File: src/sv/spfg_pkg.sv
package spfg_pkg;

    // Field widths fixed by the interface
    localparam int WIDTH_W   = 12;
    localparam int THRESH_W  = 8;
    localparam int SPACING_W = 10;
    localparam int MASK_W    = 8;
    localparam int CHAN_W    = 3;
    localparam int TIME_W    = 16;
    localparam int RANK_W    = 3;
    localparam int CFG_IDX_W = 3;
    localparam int CFG_DAT_W = 12;

    // Register reset values
    localparam logic [WIDTH_W-1:0]   MIN_RESET     = 12'd1000;
    localparam logic [WIDTH_W-1:0]   MAX_RESET     = 12'd2000;
    localparam logic [THRESH_W-1:0]  THRESH_RESET  = 8'd4;
    localparam logic [SPACING_W-1:0] SPACING_RESET = 10'd50;
    localparam logic [MASK_W-1:0]    ENABLE_RESET  = 8'hFF;
    localparam logic [WIDTH_W-1:0]   WIDTH_RESET   = 12'd1500;

    // Register indexes
    localparam logic [CFG_IDX_W-1:0] REG_MIN_WIDTH  = 3'd0;
    localparam logic [CFG_IDX_W-1:0] REG_MAX_WIDTH  = 3'd1;
    localparam logic [CFG_IDX_W-1:0] REG_THRESHOLD  = 3'd2;
    localparam logic [CFG_IDX_W-1:0] REG_SPACING    = 3'd3;
    localparam logic [CFG_IDX_W-1:0] REG_ENABLE     = 3'd4;

    // Action codes
    localparam logic [1:0] ACT_SET   = 2'd0;
    localparam logic [1:0] ACT_START = 2'd1;
    localparam logic [1:0] ACT_TICK  = 2'd2;

    // Shared unit operations
    localparam logic [1:0] OP_LT      = 2'd0;
    localparam logic [1:0] OP_ABSDIFF = 2'd1;
    localparam logic [1:0] OP_WINDOW  = 2'd2;

    typedef struct packed {
        logic [WIDTH_W-1:0]   min_width;
        logic [WIDTH_W-1:0]   max_width;
        logic [THRESH_W-1:0]  noise_threshold;
        logic [SPACING_W-1:0] edge_spacing;
        logic [MASK_W-1:0]    channel_enable;
    } cfg_t;

    typedef struct packed {
        logic [1:0]           op;
        logic [TIME_W-1:0]    a;
        logic [TIME_W-1:0]    b;
        logic [RANK_W-1:0]    rank;
        logic [SPACING_W-1:0] spacing;
    } alu_req_t;

    typedef struct packed {
        logic [TIME_W-1:0] res;
        logic              lt;
        logic              ge;
    } alu_rsp_t;

endpackage

File: src/sv/spfg_cfg.sv
module spfg_cfg
    import spfg_pkg::*;
(
    input  logic                 aclk,
    input  logic                 aresetn,
    input  logic                 wr_en,
    input  logic [CFG_IDX_W-1:0] wr_index,
    input  logic [CFG_DAT_W-1:0] wr_data,
    output cfg_t                 cfg
);

    cfg_t cfg_reg;

    // Write one register per transfer; unknown indexes are dropped
    always_ff @(posedge aclk) begin
        if (!aresetn) begin
            cfg_reg.min_width       <= MIN_RESET;
            cfg_reg.max_width       <= MAX_RESET;
            cfg_reg.noise_threshold <= THRESH_RESET;
            cfg_reg.edge_spacing    <= SPACING_RESET;
            cfg_reg.channel_enable  <= ENABLE_RESET;
        end else if (wr_en) begin
            unique case (wr_index)
                REG_MIN_WIDTH: cfg_reg.min_width       <= wr_data[WIDTH_W-1:0];
                REG_MAX_WIDTH: cfg_reg.max_width       <= wr_data[WIDTH_W-1:0];
                REG_THRESHOLD: cfg_reg.noise_threshold <= wr_data[THRESH_W-1:0];
                REG_SPACING:   cfg_reg.edge_spacing    <= wr_data[SPACING_W-1:0];
                REG_ENABLE:    cfg_reg.channel_enable  <= wr_data[MASK_W-1:0];
                default: ;
            endcase
        end
    end

    assign cfg = cfg_reg;

endmodule

File: src/sv/spfg_alu.sv
module spfg_alu
    import spfg_pkg::*;
(
    input  alu_req_t req,
    output alu_rsp_t rsp
);

    logic [12:0] base;
    logic [13:0] pulse_end;

    // Rising edge offset and falling edge of one channel in the frame
    assign base      = 13'(req.rank) * 13'(req.spacing);
    assign pulse_end = {1'b0, base} + {2'b00, req.b[WIDTH_W-1:0]};

    always_comb begin
        rsp.res = '0;
        rsp.lt  = 1'b0;
        rsp.ge  = 1'b0;
        unique case (req.op)
            OP_LT: begin
                rsp.lt = req.a < req.b;
            end
            OP_ABSDIFF: begin
                rsp.res = (req.a >= req.b) ? (req.a - req.b) : (req.b - req.a);
            end
            OP_WINDOW: begin
                rsp.res = {2'b00, pulse_end};
                rsp.lt  = req.a < {2'b00, pulse_end};
                rsp.ge  = req.a >= {3'b000, base};
            end
            default: ;
        endcase
    end

endmodule

File: src/sv/servo_pulse_frame_generator.sv
// Channel  Direction  Transfer when        Content
// s_       in         s_valid & s_ready    s_action, s_channel, s_width
// m_       out        m_valid & m_ready    m_pin_levels, m_frame_active,
//                                          m_width_readback, m_set_rejected
// cfg_     in         cfg_valid & cfg_ready cfg_index, cfg_data (always ready)
//
// One item at a time, N = min(CHANNELS, 8) live channels, all work on one
// shared compare/multiply-add unit. A Set on a live channel steps through
// clamp high, clamp low, difference and threshold. Start runs one load and N
// compares per channel rank, then one window check per channel. A tick, or
// any item during a frame, runs one window check per channel. A finished
// result waits in the output register while the next item is taken; the
// sequencer holds its last step only if that register is still full. Reset
// is synchronous and restores every width to 1500.
module servo_pulse_frame_generator
    import spfg_pkg::*;
#(
    parameter int CHANNELS = 8
) (
    input  logic                 aclk,
    input  logic                 aresetn,
    input  logic                 s_valid,
    output logic                 s_ready,
    input  logic [1:0]           s_action,
    input  logic [CHAN_W-1:0]    s_channel,
    input  logic [WIDTH_W-1:0]   s_width,
    output logic                 m_valid,
    input  logic                 m_ready,
    output logic [MASK_W-1:0]    m_pin_levels,
    output logic                 m_frame_active,
    output logic [WIDTH_W-1:0]   m_width_readback,
    output logic                 m_set_rejected,
    input  logic                 cfg_valid,
    output logic                 cfg_ready,
    input  logic [CFG_IDX_W-1:0] cfg_index,
    input  logic [CFG_DAT_W-1:0] cfg_data
);

    localparam int LIVE  = (CHANNELS < 8) ? CHANNELS : 8;
    localparam int IDX_W = (LIVE > 1) ? $clog2(LIVE) : 1;
    localparam logic [IDX_W-1:0]  LAST_IDX  = IDX_W'(LIVE - 1);
    localparam logic [MASK_W-1:0] LIVE_MASK = MASK_W'((1 << LIVE) - 1);

    localparam logic [3:0] ST_IDLE      = 4'd0;
    localparam logic [3:0] ST_CLAMP_HI  = 4'd1;
    localparam logic [3:0] ST_CLAMP_LO  = 4'd2;
    localparam logic [3:0] ST_DIFF      = 4'd3;
    localparam logic [3:0] ST_THRESH    = 4'd4;
    localparam logic [3:0] ST_RANK_LOAD = 4'd5;
    localparam logic [3:0] ST_RANK_CMP  = 4'd6;
    localparam logic [3:0] ST_EVAL      = 4'd7;
    localparam logic [3:0] ST_DONE      = 4'd8;

    cfg_t     cfg;
    alu_req_t alu_req;
    alu_rsp_t alu_rsp;

    logic [3:0]          state_reg, state_next;
    logic [IDX_W-1:0]    k_reg;
    logic [IDX_W-1:0]    j_reg;
    logic [CHAN_W-1:0]   ch_reg;
    logic [WIDTH_W-1:0]  req_reg;
    logic [TIME_W-1:0]   diff_reg;
    logic [WIDTH_W+RANK_W-1:0] key_reg;
    logic [RANK_W-1:0]   rank_acc_reg, rank_acc_next;
    logic [MASK_W-1:0]   lv_reg, lv_next;
    logic                run_acc_reg, run_acc_next;
    logic                upd_run_reg;
    logic                rej_reg;
    logic                running_reg;
    logic [MASK_W-1:0]   members_reg;
    logic [TIME_W-1:0]   time_reg;
    logic [WIDTH_W-1:0]  width_reg [LIVE];
    logic [RANK_W-1:0]   rank_reg [LIVE];

    logic [IDX_W-1:0]    rd_addr;
    logic [WIDTH_W-1:0]  rd_width;
    logic                ch_ok;
    logic                out_free;
    logic                in_xfer;

    logic                m_valid_reg;
    logic [MASK_W-1:0]   m_levels_reg;
    logic                m_active_reg;
    logic [WIDTH_W-1:0]  m_readback_reg;
    logic                m_rejected_reg;

    spfg_cfg u_cfg (
        .aclk     (aclk),
        .aresetn  (aresetn),
        .wr_en    (cfg_valid),
        .wr_index (cfg_index),
        .wr_data  (cfg_data),
        .cfg      (cfg)
    );

    spfg_alu u_alu (
        .req (alu_req),
        .rsp (alu_rsp)
    );

    assign cfg_ready = 1'b1;
    assign s_ready   = (state_reg == ST_IDLE);
    assign in_xfer   = s_valid && s_ready;
    assign out_free  = !m_valid_reg || m_ready;
    assign ch_ok     = int'(ch_reg) < LIVE;

    // Single width read port, steered by the sequencer
    always_comb begin
        unique case (state_reg) inside
            ST_RANK_LOAD, ST_EVAL: rd_addr = k_reg;
            ST_RANK_CMP:           rd_addr = j_reg;
            default:               rd_addr = ch_reg[IDX_W-1:0];
        endcase
    end
    assign rd_width = width_reg[rd_addr];

    // Drive the shared unit for the current step
    always_comb begin
        alu_req         = '0;
        alu_req.spacing = cfg.edge_spacing;
        unique case (state_reg)
            ST_CLAMP_HI: begin
                alu_req.op = OP_LT;
                alu_req.a  = {4'b0, cfg.max_width};
                alu_req.b  = {4'b0, req_reg};
            end
            ST_CLAMP_LO: begin
                alu_req.op = OP_LT;
                alu_req.a  = {4'b0, req_reg};
                alu_req.b  = {4'b0, cfg.min_width};
            end
            ST_DIFF: begin
                alu_req.op = OP_ABSDIFF;
                alu_req.a  = {4'b0, req_reg};
                alu_req.b  = {4'b0, rd_width};
            end
            ST_THRESH: begin
                alu_req.op = OP_LT;
                alu_req.a  = {8'b0, cfg.noise_threshold};
                alu_req.b  = diff_reg;
            end
            ST_RANK_CMP: begin
                // width then index: ties go to the lower channel
                alu_req.op = OP_LT;
                alu_req.a  = {1'b0, rd_width, RANK_W'(j_reg)};
                alu_req.b  = {1'b0, key_reg};
            end
            ST_EVAL: begin
                alu_req.op   = OP_WINDOW;
                alu_req.a    = time_reg;
                alu_req.b    = {4'b0, rd_width};
                alu_req.rank = rank_reg[k_reg];
            end
            default: ;
        endcase
    end

    // Accumulators for ranking and level evaluation
    always_comb begin
        rank_acc_next = rank_acc_reg;
        if (members_reg[k_reg] && members_reg[j_reg] && alu_rsp.lt) begin
            rank_acc_next = rank_acc_reg + RANK_W'(1);
        end
        run_acc_next = run_acc_reg;
        lv_next      = lv_reg;
        if (members_reg[k_reg] && alu_rsp.lt) begin
            run_acc_next = 1'b1;
            if (alu_rsp.ge) begin
                lv_next[k_reg] = 1'b1;
            end
        end
    end

    // Sequencer
    always_comb begin
        state_next = state_reg;
        unique case (state_reg)
            ST_IDLE: begin
                if (in_xfer) begin
                    state_next = running_reg ? ST_EVAL : ST_DONE;
                    if (s_action == ACT_SET && !running_reg && int'(s_channel) < LIVE) begin
                        state_next = ST_CLAMP_HI;
                    end else if (s_action == ACT_START && !running_reg) begin
                        state_next = ST_RANK_LOAD;
                    end
                end
            end
            ST_CLAMP_HI:  state_next = ST_CLAMP_LO;
            ST_CLAMP_LO:  state_next = ST_DIFF;
            ST_DIFF:      state_next = ST_THRESH;
            ST_THRESH:    state_next = ST_DONE;
            ST_RANK_LOAD: state_next = ST_RANK_CMP;
            ST_RANK_CMP: begin
                if (j_reg == LAST_IDX) begin
                    state_next = (k_reg == LAST_IDX) ? ST_EVAL : ST_RANK_LOAD;
                end
            end
            ST_EVAL: begin
                if (k_reg == LAST_IDX) begin
                    state_next = ST_DONE;
                end
            end
            ST_DONE: begin
                if (out_free) begin
                    state_next = ST_IDLE;
                end
            end
            default: state_next = ST_IDLE;
        endcase
    end

    // Control state and channel stores
    always_ff @(posedge aclk) begin
        if (!aresetn) begin
            state_reg   <= ST_IDLE;
            k_reg       <= '0;
            j_reg       <= '0;
            running_reg <= 1'b0;
            members_reg <= '0;
            time_reg    <= '0;
            for (int i = 0; i < LIVE; i++) begin
                width_reg[i] <= WIDTH_RESET;
                rank_reg[i]  <= '0;
            end
        end else begin
            state_reg <= state_next;
            unique case (state_reg)
                ST_IDLE: begin
                    k_reg <= '0;
                    if (in_xfer) begin
                        if (s_action == ACT_START && !running_reg) begin
                            members_reg <= cfg.channel_enable & LIVE_MASK;
                            time_reg    <= '0;
                        end else if (s_action == ACT_TICK && running_reg) begin
                            if (time_reg != '1) begin
                                time_reg <= time_reg + TIME_W'(1);
                            end
                        end
                    end
                end
                ST_THRESH: begin
                    if (alu_rsp.lt) begin
                        width_reg[ch_reg[IDX_W-1:0]] <= req_reg;
                    end
                end
                ST_RANK_LOAD: begin
                    j_reg <= '0;
                end
                ST_RANK_CMP: begin
                    j_reg <= j_reg + IDX_W'(1);
                    if (j_reg == LAST_IDX) begin
                        rank_reg[k_reg] <= rank_acc_next;
                        k_reg           <= (k_reg == LAST_IDX) ? '0 : k_reg + IDX_W'(1);
                    end
                end
                ST_EVAL: begin
                    k_reg <= k_reg + IDX_W'(1);
                    if (k_reg == LAST_IDX && upd_run_reg) begin
                        running_reg <= run_acc_next;
                    end
                end
                default: ;
            endcase
        end
    end

    // Per-item working registers
    always_ff @(posedge aclk) begin
        unique case (state_reg)
            ST_IDLE: begin
                if (in_xfer) begin
                    ch_reg      <= s_channel;
                    req_reg     <= s_width;
                    rej_reg     <= (s_action == ACT_SET) && running_reg;
                    upd_run_reg <= (s_action == ACT_TICK) ||
                                   ((s_action == ACT_START) && !running_reg);
                    lv_reg      <= '0;
                    run_acc_reg <= 1'b0;
                end
            end
            ST_CLAMP_HI: begin
                if (alu_rsp.lt) begin
                    req_reg <= cfg.max_width;
                end
            end
            ST_CLAMP_LO: begin
                if (alu_rsp.lt) begin
                    req_reg <= cfg.min_width;
                end
            end
            ST_DIFF: begin
                diff_reg <= alu_rsp.res;
            end
            ST_RANK_LOAD: begin
                key_reg      <= {rd_width, RANK_W'(k_reg)};
                rank_acc_reg <= '0;
            end
            ST_RANK_CMP: begin
                rank_acc_reg <= rank_acc_next;
            end
            ST_EVAL: begin
                lv_reg      <= lv_next;
                run_acc_reg <= run_acc_next;
            end
            default: ;
        endcase
    end

    // Output register: hold the result until its transfer
    always_ff @(posedge aclk) begin
        if (!aresetn) begin
            m_valid_reg <= 1'b0;
        end else if (state_reg == ST_DONE && out_free) begin
            m_valid_reg <= 1'b1;
        end else if (m_ready) begin
            m_valid_reg <= 1'b0;
        end
    end

    always_ff @(posedge aclk) begin
        if (state_reg == ST_DONE && out_free) begin
            m_levels_reg   <= lv_reg;
            m_active_reg   <= running_reg;
            m_readback_reg <= ch_ok ? rd_width : '0;
            m_rejected_reg <= rej_reg;
        end
    end

    assign m_valid          = m_valid_reg;
    assign m_pin_levels     = m_levels_reg;
    assign m_frame_active   = m_active_reg;
    assign m_width_readback = m_readback_reg;
    assign m_set_rejected   = m_rejected_reg;

endmodule

File: config.mk
export PLATFORM = sky130hd
export DESIGN_NAME = servo_pulse_frame_generator
export DESIGN_NICKNAME = d
export VERILOG_FILES = /design/src/sv/spfg_pkg.sv /design/src/sv/spfg_cfg.sv /design/src/sv/spfg_alu.sv /design/src/sv/servo_pulse_frame_generator.sv
export SDC_FILE = /design/constraint.sdc
export NUM_CORES = 1
export LEC_CHECK = 0
export ABC_AREA = 1
export BUFFER_PORTS_ARGS = -buffer_cell sky130_fd_sc_hd__buf_2
export CAP_MARGIN = 20
export CORE_MARGIN = 2
export CORE_UTILIZATION = 35
export DETAILED_ROUTE_END_ITERATION = 12
export PLACE_DENSITY = 0.53
export SETUP_SLACK_MARGIN = 0.02
export SYNTH_ARGS = -nofsm -noshare
export SYNTH_HDL_FRONTEND = slang
export SYNTH_HIERARCHICAL = 1
export SYNTH_SLANG_ARGS = --single-unit
File: constraint.sdc
create_clock -name aclk -period 7.4 [get_ports aclk]
set_clock_uncertainty 0.15 [all_clocks]
set_input_delay 0.74 -clock aclk [delete_from_list [all_inputs] [get_ports aclk]]
set_output_delay 0.74 -clock aclk [all_outputs]
set_load 0.005 [all_outputs]
==> results of run 1 <==
cell usage in the layout, fill, tap and decap left out, drive strengths merged, types with 5 or more instances in the layout:
| cell type | netlist | routed |
|---|---|---|
| buf | 50 | 103 |
| fa | 12 | 12 |
| nor3 | 19 | 19 |
| a221oi | 15 | 15 |
| a31oi | 6 | 6 |
| xor2 | 29 | 29 |
| xnor2 | 9 | 9 |
| nor2 | 272 | 272 |
| clkinv | 14 | 26 |
| o21ai | 68 | 68 |
| o22ai | 7 | 7 |
| ha | 91 | 91 |
| nand2 | 669 | 669 |
| inv | 272 | 273 |
| a211oi | 5 | 5 |
| o21bai | 6 | 6 |
| nand3 | 231 | 231 |
| nand4 | 58 | 58 |
| a21oi | 106 | 106 |
| nand3b | 5 | 5 |
| dfxtp | 89 | 89 |
| edfxtp | 202 | 202 |
| or2 | 5 | 5 |
| clkbuf | 28 | 49 |
worst paths after layout:
check	start	endpoint	slack, ns	cells past startpoint
worst min register to register	rej_reg$_DFFE_PP_	m_set_rejected$_DFFE_PP_	0.28	0
worst max-delay path	register	width_reg[2][7]$_SDFFCE_PN1P_	0.57	39
worst min-delay path	s_channel[2]	ch_reg[2]$_DFFE_PP_	0.19	1
worst max register to register	register	width_reg[2][7]$_SDFFCE_PN1P_	0.57	39
cell type report:
type,instances,share of cell area
multi-input combinational,1643,0.4332
sequential,291,0.3845
inverter,286,0.05265
clock buffer,49,0.04910
clock inverter,17,0.006436
timing repair buffer,103,0.03236
tap,680,0.04168
what timing repair did:
item                                    CTS  global route
gates resized for setup                   0            29
endpoints found under the setup margin    0           200
hold endpoints to repair                  0             0
buffers inserted                          0             8
worst reg2reg max path, delay by kind of cell (launching register included):
family | cells | cell delay (ns)
buf+inv | 10 | 1.20
xor+xnor | 1 | 0.16
flops | 1 | 0.31
fa+ha+maj | 4 | 1.58
simple gates | 16 | 1.91
compound gates | 8 | 1.28
where the power goes:
group | total (µW) | internal [µW] | leakage (µW) | switching, µW
logic | 4340 | 1280 | 0.00575 | 3070
clock network | 1700 | 963 | 0.000543 | 740
registers | 2110 | 1990 | 0.00251 | 119
layer usage:
| layer | up-vias | part of all wire | track usage |
|---|---|---|---|
| met3 | 116 | 0.084 | 0.05106 |
| met4 | 2 | 0.032 | 0.07581 |
| li1 | 7701 | - | - |
| met1 | 7458 | 0.43 | 0.3129 |
| met5 | - | 0.00018 | 0 |
| met2 | 645 | 0.45 | 0.3624 |
metrics by stage:
step                  util  power, µW  instances  TNS [ns]
floorplan                -       5136       2298         0
global route        0.3987       8691       3069  -0.03958
detailed placement  0.3726       6382       2995         0
CTS                 0.3948       8098       3061         0
global placement    0.3726       6358       2995         0
finish              0.3987       8155       3069         0
cells by family (layout without fill, tap and decap cells):
kind of cell | after synthesis | after routing | synth area share
DFF | 291 | 291 | 0.4333
AOI/OAI and AO/OA | 237 | 237 | 0.07599
xor gates and xnor gates | 38 | 38 | 0.01838
adders and majority gates | 103 | 103 | 0.07613
and+or+nand+nor | 1264 | 1264 | 0.3100
other | 1 | 1 | 0.0002070
buffers and inverters | 364 | 455 | 0.08600
==> flow_metrics.py, run 1 <==
metrics = {
    "run_status": {
        "status": "finished, final reports clean",
    },
    "clock_network": {
        "root_buffer": "clkbuf_16",
        "clkLatencyLatePin_ns": 0.57,
        "ctsLongestPathBuffers": 3,
        "cts_tree": "built",
        "clk_pin_slew_ns": 0.06,
        "cts_sinks": 291,
        "cts_buffers": 36,
        "cts_hold_buf": 0,
        "htreeDepth": 2,
    },
    "placement": {
        "place.gp.congestion": 0.9412,
        "port_buffers": 60,
        "pre_cts_ws_ns": 0.02945,
        "dp_hpwl_um": 47170,
        "dpl-instance-area_um2": 19080,
    },
    "synthesis": {
        "synth_area_leader_cell": "edfxtp_1",
        "ys.flop_type": "edfxtp_1",
        "yosysWarnings": 6,
        "synth_area_leaders": "edfxtp_1 33%, nand2_1 13%, dfxtp_1 9.8%",
        "syn-cell-area_um2": 18110,
        "post_synth.cell_area_avg_um2": 7.882,
        "synth_common_cells": "635 x nand2_1, 248 x inv_1, 240 x nor2_1",
        "synth_edf_count": 202,
        "syn_inst": 2298,
        "async_reset_ff_frac": 0,
        "synth.distinct_cells": 55,
        "yosysSeqAreaShare": 0.4333,
        "yosys_register_bits": 291,
        "synth_most_common_cell": "nand2_1",
        "syn_nets": 2438,
        "synth_top_area_frac": 0.3349,
    },
    "cells_and_area": {
        "areaGrowthSynthToFinish_pct": 12.70,
        "num-fill-cells": 5228,
        "multi_input_area_um2": 8843,
        "layout-drive-gt1-share": 0.1193,
        "largest_reg_flops": 96,
        "regArea_um2": 7849,
        "layout.nets": 2501,
        "antenna_cells": 0,
        "stdcell_area_um2": 20410,
    },
    "hold_path": {
        "hold_class": "input pin to register",
    },
    "critical_path": {
        "slowest_delay_ns": 0.55,
        "path_class": "register to register",
        "cp.arrival_ns": 6.96,
        "critPathCaptureType": "register",
        "required_ns": 7.53,
        "critPathSlowestCell": "fa_1",
        "cp_top_family": "simple AND/OR/NAND/NOR gates",
        "path_max_fanout": 12,
        "critPathLaunchType": "register",
        "cp.buffers_inverters": 10,
    },
    "power": {
        "leakage_uw": 0.008797,
        "power_density_nw_per_um2": 399.5,
        "vdd_drop_max_v": 0.0002512,
    },
    "route": {
        "vias_per_cell": 5.188,
        "wl_per_cell_um": 20.23,
        "dr_total_vias": 15920,
        "dr.first_iter.drc_count": 1634,
        "antenna_left": 0,
        "drc": 0,
        "drt_pass1_iterations": 6,
        "routed_wl_um": 62080,
    },
    "sta": {
        "slew_headroom": 0.2842,
        "timing.fmax_mhz": 146.4,
        "hold_slack_ns": 0.1942,
        "worst_slack_ns": 0.5672,
        "drv_slew": 0,
        "worst_pin_slew_ns": 1.070,
        "fin_crit_ns": 6.833,
        "setup_viol": 0,
        "hold_viol_final": 0,
        "finalCritPeriodShare": 0.9234,
    },
    "floorplan": {
        "dieWidth_um": 231.5,
        "dieArea_um2": 53590,
        "ioPinCount": 62,
        "coreArea_um2": 51200,
        "initial_core_util": 0.3538,
        "num_rows": 83,
        "die_h_um": 231.5,
    },
    "global_route": {
        "grt-ovfl-total": 0,
        "track_usage": 0.2303,
        "antenna_found_initial": 2,
        "grt_pass1_wl_um": 92680,
        "grt_pass1_vias": 15280,
        "grt_max_degree": 50,
    },
    "flow_run": {
        "maxCapViolations": 0,
    },
}
No activity file was read; power rests on OpenSTA's default activity.
==> run 2: changes to the inputs <==
- ABC_CLOCK_PERIOD_IN_PS: not set -> 7400
- REMOVE_ABC_BUFFERS: not set -> 1
==> run 2 against run 1 <==
- core utilization is 0.10 points lower
- critical path depth down 2
- register-to-register slack improved by 0.03 ns
- combinational power is 1% lower
- critical path type unchanged
==> flow_metrics.py, run 2 (same netlist as run 1, synthesis figures left out) <==
metrics = {
    "route": {
        "vias_per_cell": 5.131,
        "wl_per_cell_um": 19.05,
        "routed_wl_um": 58620,
        "drc": 0,
        "dr_total_vias": 15790,
        "drt_pass1_iterations": 5,
        "dr.first_iter.drc_count": 1611,
        "antenna_left": 0,
    },
    "critical_path": {
        "worstRegToRegCells": 37,
        "r2r_slack_ns": 0.60,
        "critPathLaunchType": "register",
        "critPathCaptureType": "register",
        "reg2reg_to": "width_reg[4][10]$_SDFFCE_PN1P_",
        "cp.arrival_ns": 6.90,
        "cp.depth": 37,
        "path_max_fanout": 12,
        "slowest_delay_ns": 0.49,
        "required_ns": 7.50,
        "path_class": "register to register",
        "cp.buffers_inverters": 9,
        "cp_top_family": "adder cells",
        "critPathSlowestCell": "fa_1",
    },
    "sta": {
        "finalCritPeriodShare": 0.9191,
        "fin_crit_ns": 6.801,
        "drv_slew": 0,
        "timing.fmax_mhz": 147.0,
        "setup_viol": 0,
        "setup_tns_ns": 0,
        "worst_pin_slew_ns": 0.8103,
        "slew_headroom": 0.4592,
        "hold_slack_ns": 0.2033,
        "hold_viol_final": 0,
    },
    "hold_path": {
        "min_to": "ch_reg[1]$_DFFE_PP_",
        "hold_path.startpoint": "s_channel[1]",
        "hold_class": "input pin to register",
        "min_path_cells": 1,
    },
    "global_route": {
        "track_usage": 0.2166,
        "grt_pass1_vias": 14980,
        "globalRouteMet2Util": 0.3614,
        "grt_pass1_wl_um": 88740,
        "use_met3": 0.02731,
        "grt-ovfl-total": 0,
        "antenna_found_initial": 1,
        "top_usage_layer": "met2",
        "met1_usage": 0.2936,
        "grt_max_degree": 50,
    },
    "clock_network": {
        "clk_pin_slew_ns": 0.06,
        "cts_hold_buf": 0,
        "htreeDepth": 1,
        "ctsLongestPathBuffers": 3,
        "cts_sinks": 291,
        "cts_buffers": 31,
        "clkLatencyLatePin_ns": 0.57,
        "root_buffer": "clkbuf_16",
        "cts_tree": "built",
    },
    "placement": {
        "dp_hpwl_um": 44740,
        "port_buffers": 60,
        "dpl-instance-area_um2": 19080,
        "place.gp.congestion": 0.9356,
    },
    "floorplan": {
        "die_h_um": 231.5,
        "coreArea_um2": 51200,
        "dieWidth_um": 231.5,
        "ioPinCount": 62,
        "dieArea_um2": 53590,
        "initial_core_util": 0.3538,
        "num_rows": 83,
    },
    "run_status": {
        "status": "finished, final reports clean",
    },
    "cells_and_area": {
        "final_core_util": 0.3977,
        "stdcell_area_um2": 20360,
        "multi_input_area_um2": 8813,
        "largest_reg_flops": 96,
        "areaGrowthSynthToFinish_pct": 12.41,
        "layout.nets": 2513,
        "final_common_cell": "nand2_1",
        "regArea_um2": 7848,
        "num-fill-cells": 5314,
        "antenna_cells": 0,
        "layout-drive-gt1-share": 0.1210,
        "layout_common_cells": "627 x nand2_1, 248 x inv_1, 239 x nor2_1, 221 x nand3_1, 202 x edfxtp_1",
    },
    "power": {
        "power_density_nw_per_um2": 390.5,
        "vdd_drop_max_v": 0.0002589,
        "finalPower_uw": 7951,
        "leakage_uw": 0.008821,
    },
    "flow_run": {
        "maxCapViolations": 0,
    },
}
## run 2: cell types whose count changed in the layout (fill, tap and decap cells not counted), moves of 2 or more
cell and change:
buf_4 +20, clkbuf_16 -7, bufinv_16 +5, clkbuf_1 -5, clkinv_1 +5, buf_12 -3
clkinvlp_4 -3, nand2_4 +3, nand2_8 -3, clkinv_2 -2
## run 2: worst register-to-register path: cells and delay by family, from the launching register on
family                   cells  cell delay (ns)
buffers and inverters        9             1.05
flip-flops                   1             0.40
AND/OR/NAND/NOR             14             1.65
XOR/XNOR                     1             0.17
adder cells (fa/ha/maj)      5             1.79
AO/OA/AOI/OAI                8             1.31
## run 2: routing by layer
metal	vias to the layer above	part of all wire
met2	543	0.46
met5	-	0
li1	7719	-
met4	0	0.032
met1	7427	0.44
met3	99	0.062
## run 2: timing repair
item | CTS | global route
gates resized for setup | 1 | 22
setup buffers | 0 | 20
pin swaps | 0 | 9
endpoints found under the setup margin | 96 | 192
## run 2: worst max-delay path by stage
stage | from | end | slack [ns]
2_1_floorplan | state_reg[2]$_SDFFE_PN0P_ | req_reg[0]$_DFFE_PP_ | -1.01
3_3_place_gp | state_reg[0]$_SDFFE_PN0P_ | width_reg[1][4]$_SDFFCE_PN1P_ | 0.09
3_5_place_dp | state_reg[1]$_SDFFE_PN0P_ | width_reg[3][6]$_SDFFCE_PN1P_ | -0.09
4_1_cts | state_reg[1]$_SDFFE_PN0P_ | width_reg[3][8]$_SDFFCE_PN1P_ | 0.07
5_1_grt | state_reg[0]$_SDFFE_PN0P_ | width_reg[2][5]$_SDFFCE_PN0P_ | -0.02
6_report | register | width_reg[4][10]$_SDFFCE_PN1P_ | 0.60
## run 2: stage by stage
stage | cells | setup WS, ns
after floorplan | 2220 | -1.010
after global placement | 2999 | 0.08707
after detailed placement | 2999 | -0.08577
after CTS | 3056 | 0.06834
after global routing | 3077 | -0.02224
final | 3077 | 0.5988
## run 2: report_power, final
part,leakage (µW),internal (µW),switching [µW]
combinational,0.00582,1280,3010
sequential,0.00251,1990,94.0
clock,0.000497,938,647
## run 2: cell type report
class,instances,area share
multi-input combinational,1643,0.4329
tap,680,0.04179
clock buffer,36,0.03902
clock inverter,21,0.01125
timing repair buffer,120,0.03687
sequential,291,0.3854
inverter,286,0.05279
==> run 3: changes to the inputs <==
- ABC_CLOCK_PERIOD_IN_PS: 7400 -> 5900
- clock period: 7.4 -> 5.9 ns (I/O delays scaled with it)
==> run 3 against run 2 <==
- setup slack got worse by 0.81 ns
- cell count increased by 4.2%
- largest cell class unchanged
- combinational power increased by 39%
- routed wire length increased by 5.4%
- hold slack got worse by 0.15 ns
- register-to-register slack got worse by 0.81 ns
- critical path depth increased by 5
- first-iteration DRC count decreased by 16%
- the flow now finishes with violations (setup timing)
- sequential power increased by 26%
- global-route usage increased by 1.1 points
- design area increased by 8.9%
==> flow_metrics.py, run 3 (same netlist as run 1, synthesis figures left out) <==
metrics = {
    "sta": {
        "finalCritPeriodShare": 1.035,
        "worst_slack_ns": -0.2083,
        "rsz0062_at_grt": "yes",
        "timing.fmax_mhz": 163.7,
        "drv_slew": 0,
        "hold_viol_final": 0,
        "setup_viol": 234,
        "worst_pin_slew_ns": 1.035,
        "fin_crit_ns": 6.108,
        "hold_slack_ns": 0.05379,
        "slew_headroom": 0.3028,
    },
    "clock_network": {
        "clkLatencyLatePin_ns": 0.58,
        "ctsLongestPathBuffers": 3,
        "cts_sinks": 291,
        "htreeDepth": 1,
        "cts_buffers": 30,
        "clk_pin_slew_ns": 0.06,
        "cts_tree": "built",
        "root_buffer": "clkbuf_16",
    },
    "cells_and_area": {
        "antenna_cells": 0,
        "layout.nets": 2641,
        "largest_reg_flops": 96,
        "layout-drive-gt1-share": 0.2099,
        "final_common_cell": "nand2_1",
        "areaGrowthSynthToFinish_pct": 22.40,
        "layout_common_cells": "606 x nand2_1, 233 x nor2_1, 227 x inv_1, 209 x nand3_1, 202 x edfxtp_1",
    },
    "placement": {
        "port_buffers": 60,
        "place.gp.congestion": 0.9152,
        "dp_hpwl_um": 46790,
    },
    "power": {
        "vdd_drop_max_v": 0.0004221,
        "power_density_nw_per_um2": 473.4,
        "finalPower_uw": 10500,
        "leakage_uw": 0.009597,
    },
    "global_route": {
        "antenna_found_initial": 0,
        "grt_max_degree": 52,
        "track_usage": 0.2280,
        "grt-ovfl-total": 0,
        "grt_pass1_wl_um": 93360,
        "grt_pass1_vias": 15660,
    },
    "critical_path": {
        "critPathLaunchType": "register",
        "path_max_fanout": 6,
        "path_class": "register to register",
        "required_ns": 6.09,
        "worstRegToRegCells": 42,
        "r2r_slack_ns": -0.21,
        "slowest_delay_ns": 0.57,
        "critPathSlowestCell": "fa_1",
        "cp.arrival_ns": 6.30,
        "cp_common_cell": "inv_2",
        "critPathCaptureType": "register",
    },
    "route": {
        "dr_total_vias": 16320,
        "drt_pass1_iterations": 5,
        "vias_per_cell": 5.091,
        "wl_per_cell_um": 19.27,
        "drc": 0,
        "routed_wl_um": 61760,
        "antenna_left": 0,
        "dr.first_iter.drc_count": 1360,
    },
    "floorplan": {
        "dieWidth_um": 231.5,
        "ioPinCount": 62,
        "initial_core_util": 0.3538,
        "die_h_um": 231.5,
        "dieArea_um2": 53590,
        "coreArea_um2": 51200,
        "num_rows": 83,
    },
    "run_status": {
        "status": "complete, but fails checks",
        "violations": "setup timing",
    },
    "flow_run": {
        "maxCapViolations": 0,
    },
    "hold_path": {
        "min_path_cells": 1,
        "hold_class": "input pin to register",
    },
}
==> run 3: path summary, 6_finish.rpt <==
path	from	endpoint
setup / recovery	register	width_reg[1][2]$_SDFFCE_PN1P_
hold / removal	s_channel[0]	ch_reg[0]$_DFFE_PP_
setup reg to reg	register	width_reg[1][2]$_SDFFCE_PN1P_
hold reg to reg	rej_reg$_DFFE_PP_	m_set_rejected$_DFFE_PP_
==> run 3: layout make-up <==
class                      count  area, µm²
clock inverter                22      186.4
timing repair buffer         247       2014
multi-input combinational   1645       9389
fill                        5172      29030
tap                          680      850.8
inverter                     286       1085
sequential                   291       7856
clock buffer                  34      787.0
==> run 3: metal layers <==
metal	GRT usage	wire length, µm	part of all wire	up-vias
met4	0.06290	1967	0.032	0
li1	-	-	-	7984
met1	0.3087	27470	0.44	7741
met2	0.3894	29470	0.48	496
met3	0.01919	2854	0.046	96
met5	0	0	0	-
==> run 3: repair_timing <==
item | 4_1_cts | 5_1_grt
hold buffers | 0 | 0
gates resized for setup | 135 | 45
pin swaps | 56 | 43
endpoints found under the setup margin | 241 | 242
setup buffers | 29 | 5
gates cloned | 5 | 0
==> run 3: power by group <==
part           leakage (µW)  internal, µW  switching (µW)
Clock              0.000481          1080             821
Sequential          0.00251          2500             120
Combinational       0.00661          2010            3970
Total               0.00960          5590            4910
==> run 3: through the flow <==
| step | utilization | setup slack (ns) | instances | cell area (µm²) | setup TNS [ns] |
|---|---|---|---|---|---|
| 2_1_floorplan | - | -2.510 | 2220 | 17630 | -259.73 |
| 3_3_place_gp | 0.3916 | -0.5533 | 3108 | 20050 | -106.25 |
| 6_report | 0.4330 | -0.2083 | 3205 | 22170 | -30.75 |
| 3_5_place_dp | 0.3918 | -0.6894 | 3109 | 20060 | -143.70 |
| 4_1_cts | 0.4286 | -0.2188 | 3199 | 21940 | -35.74 |
| 5_1_grt | 0.4330 | -0.4799 | 3205 | 22170 | -99.71 |
==> run 3: critical path: cells and delay by family (launching register included) <==
family,cells,cell delay [ns]
AND/OR/NAND/NOR,15,1.52
adder cells (fa/ha/maj),4,1.42
buffers and inverters,16,1.61
XOR/XNOR,1,0.17
flip-flops,1,0.38
AO/OA/AOI/OAI,6,0.65
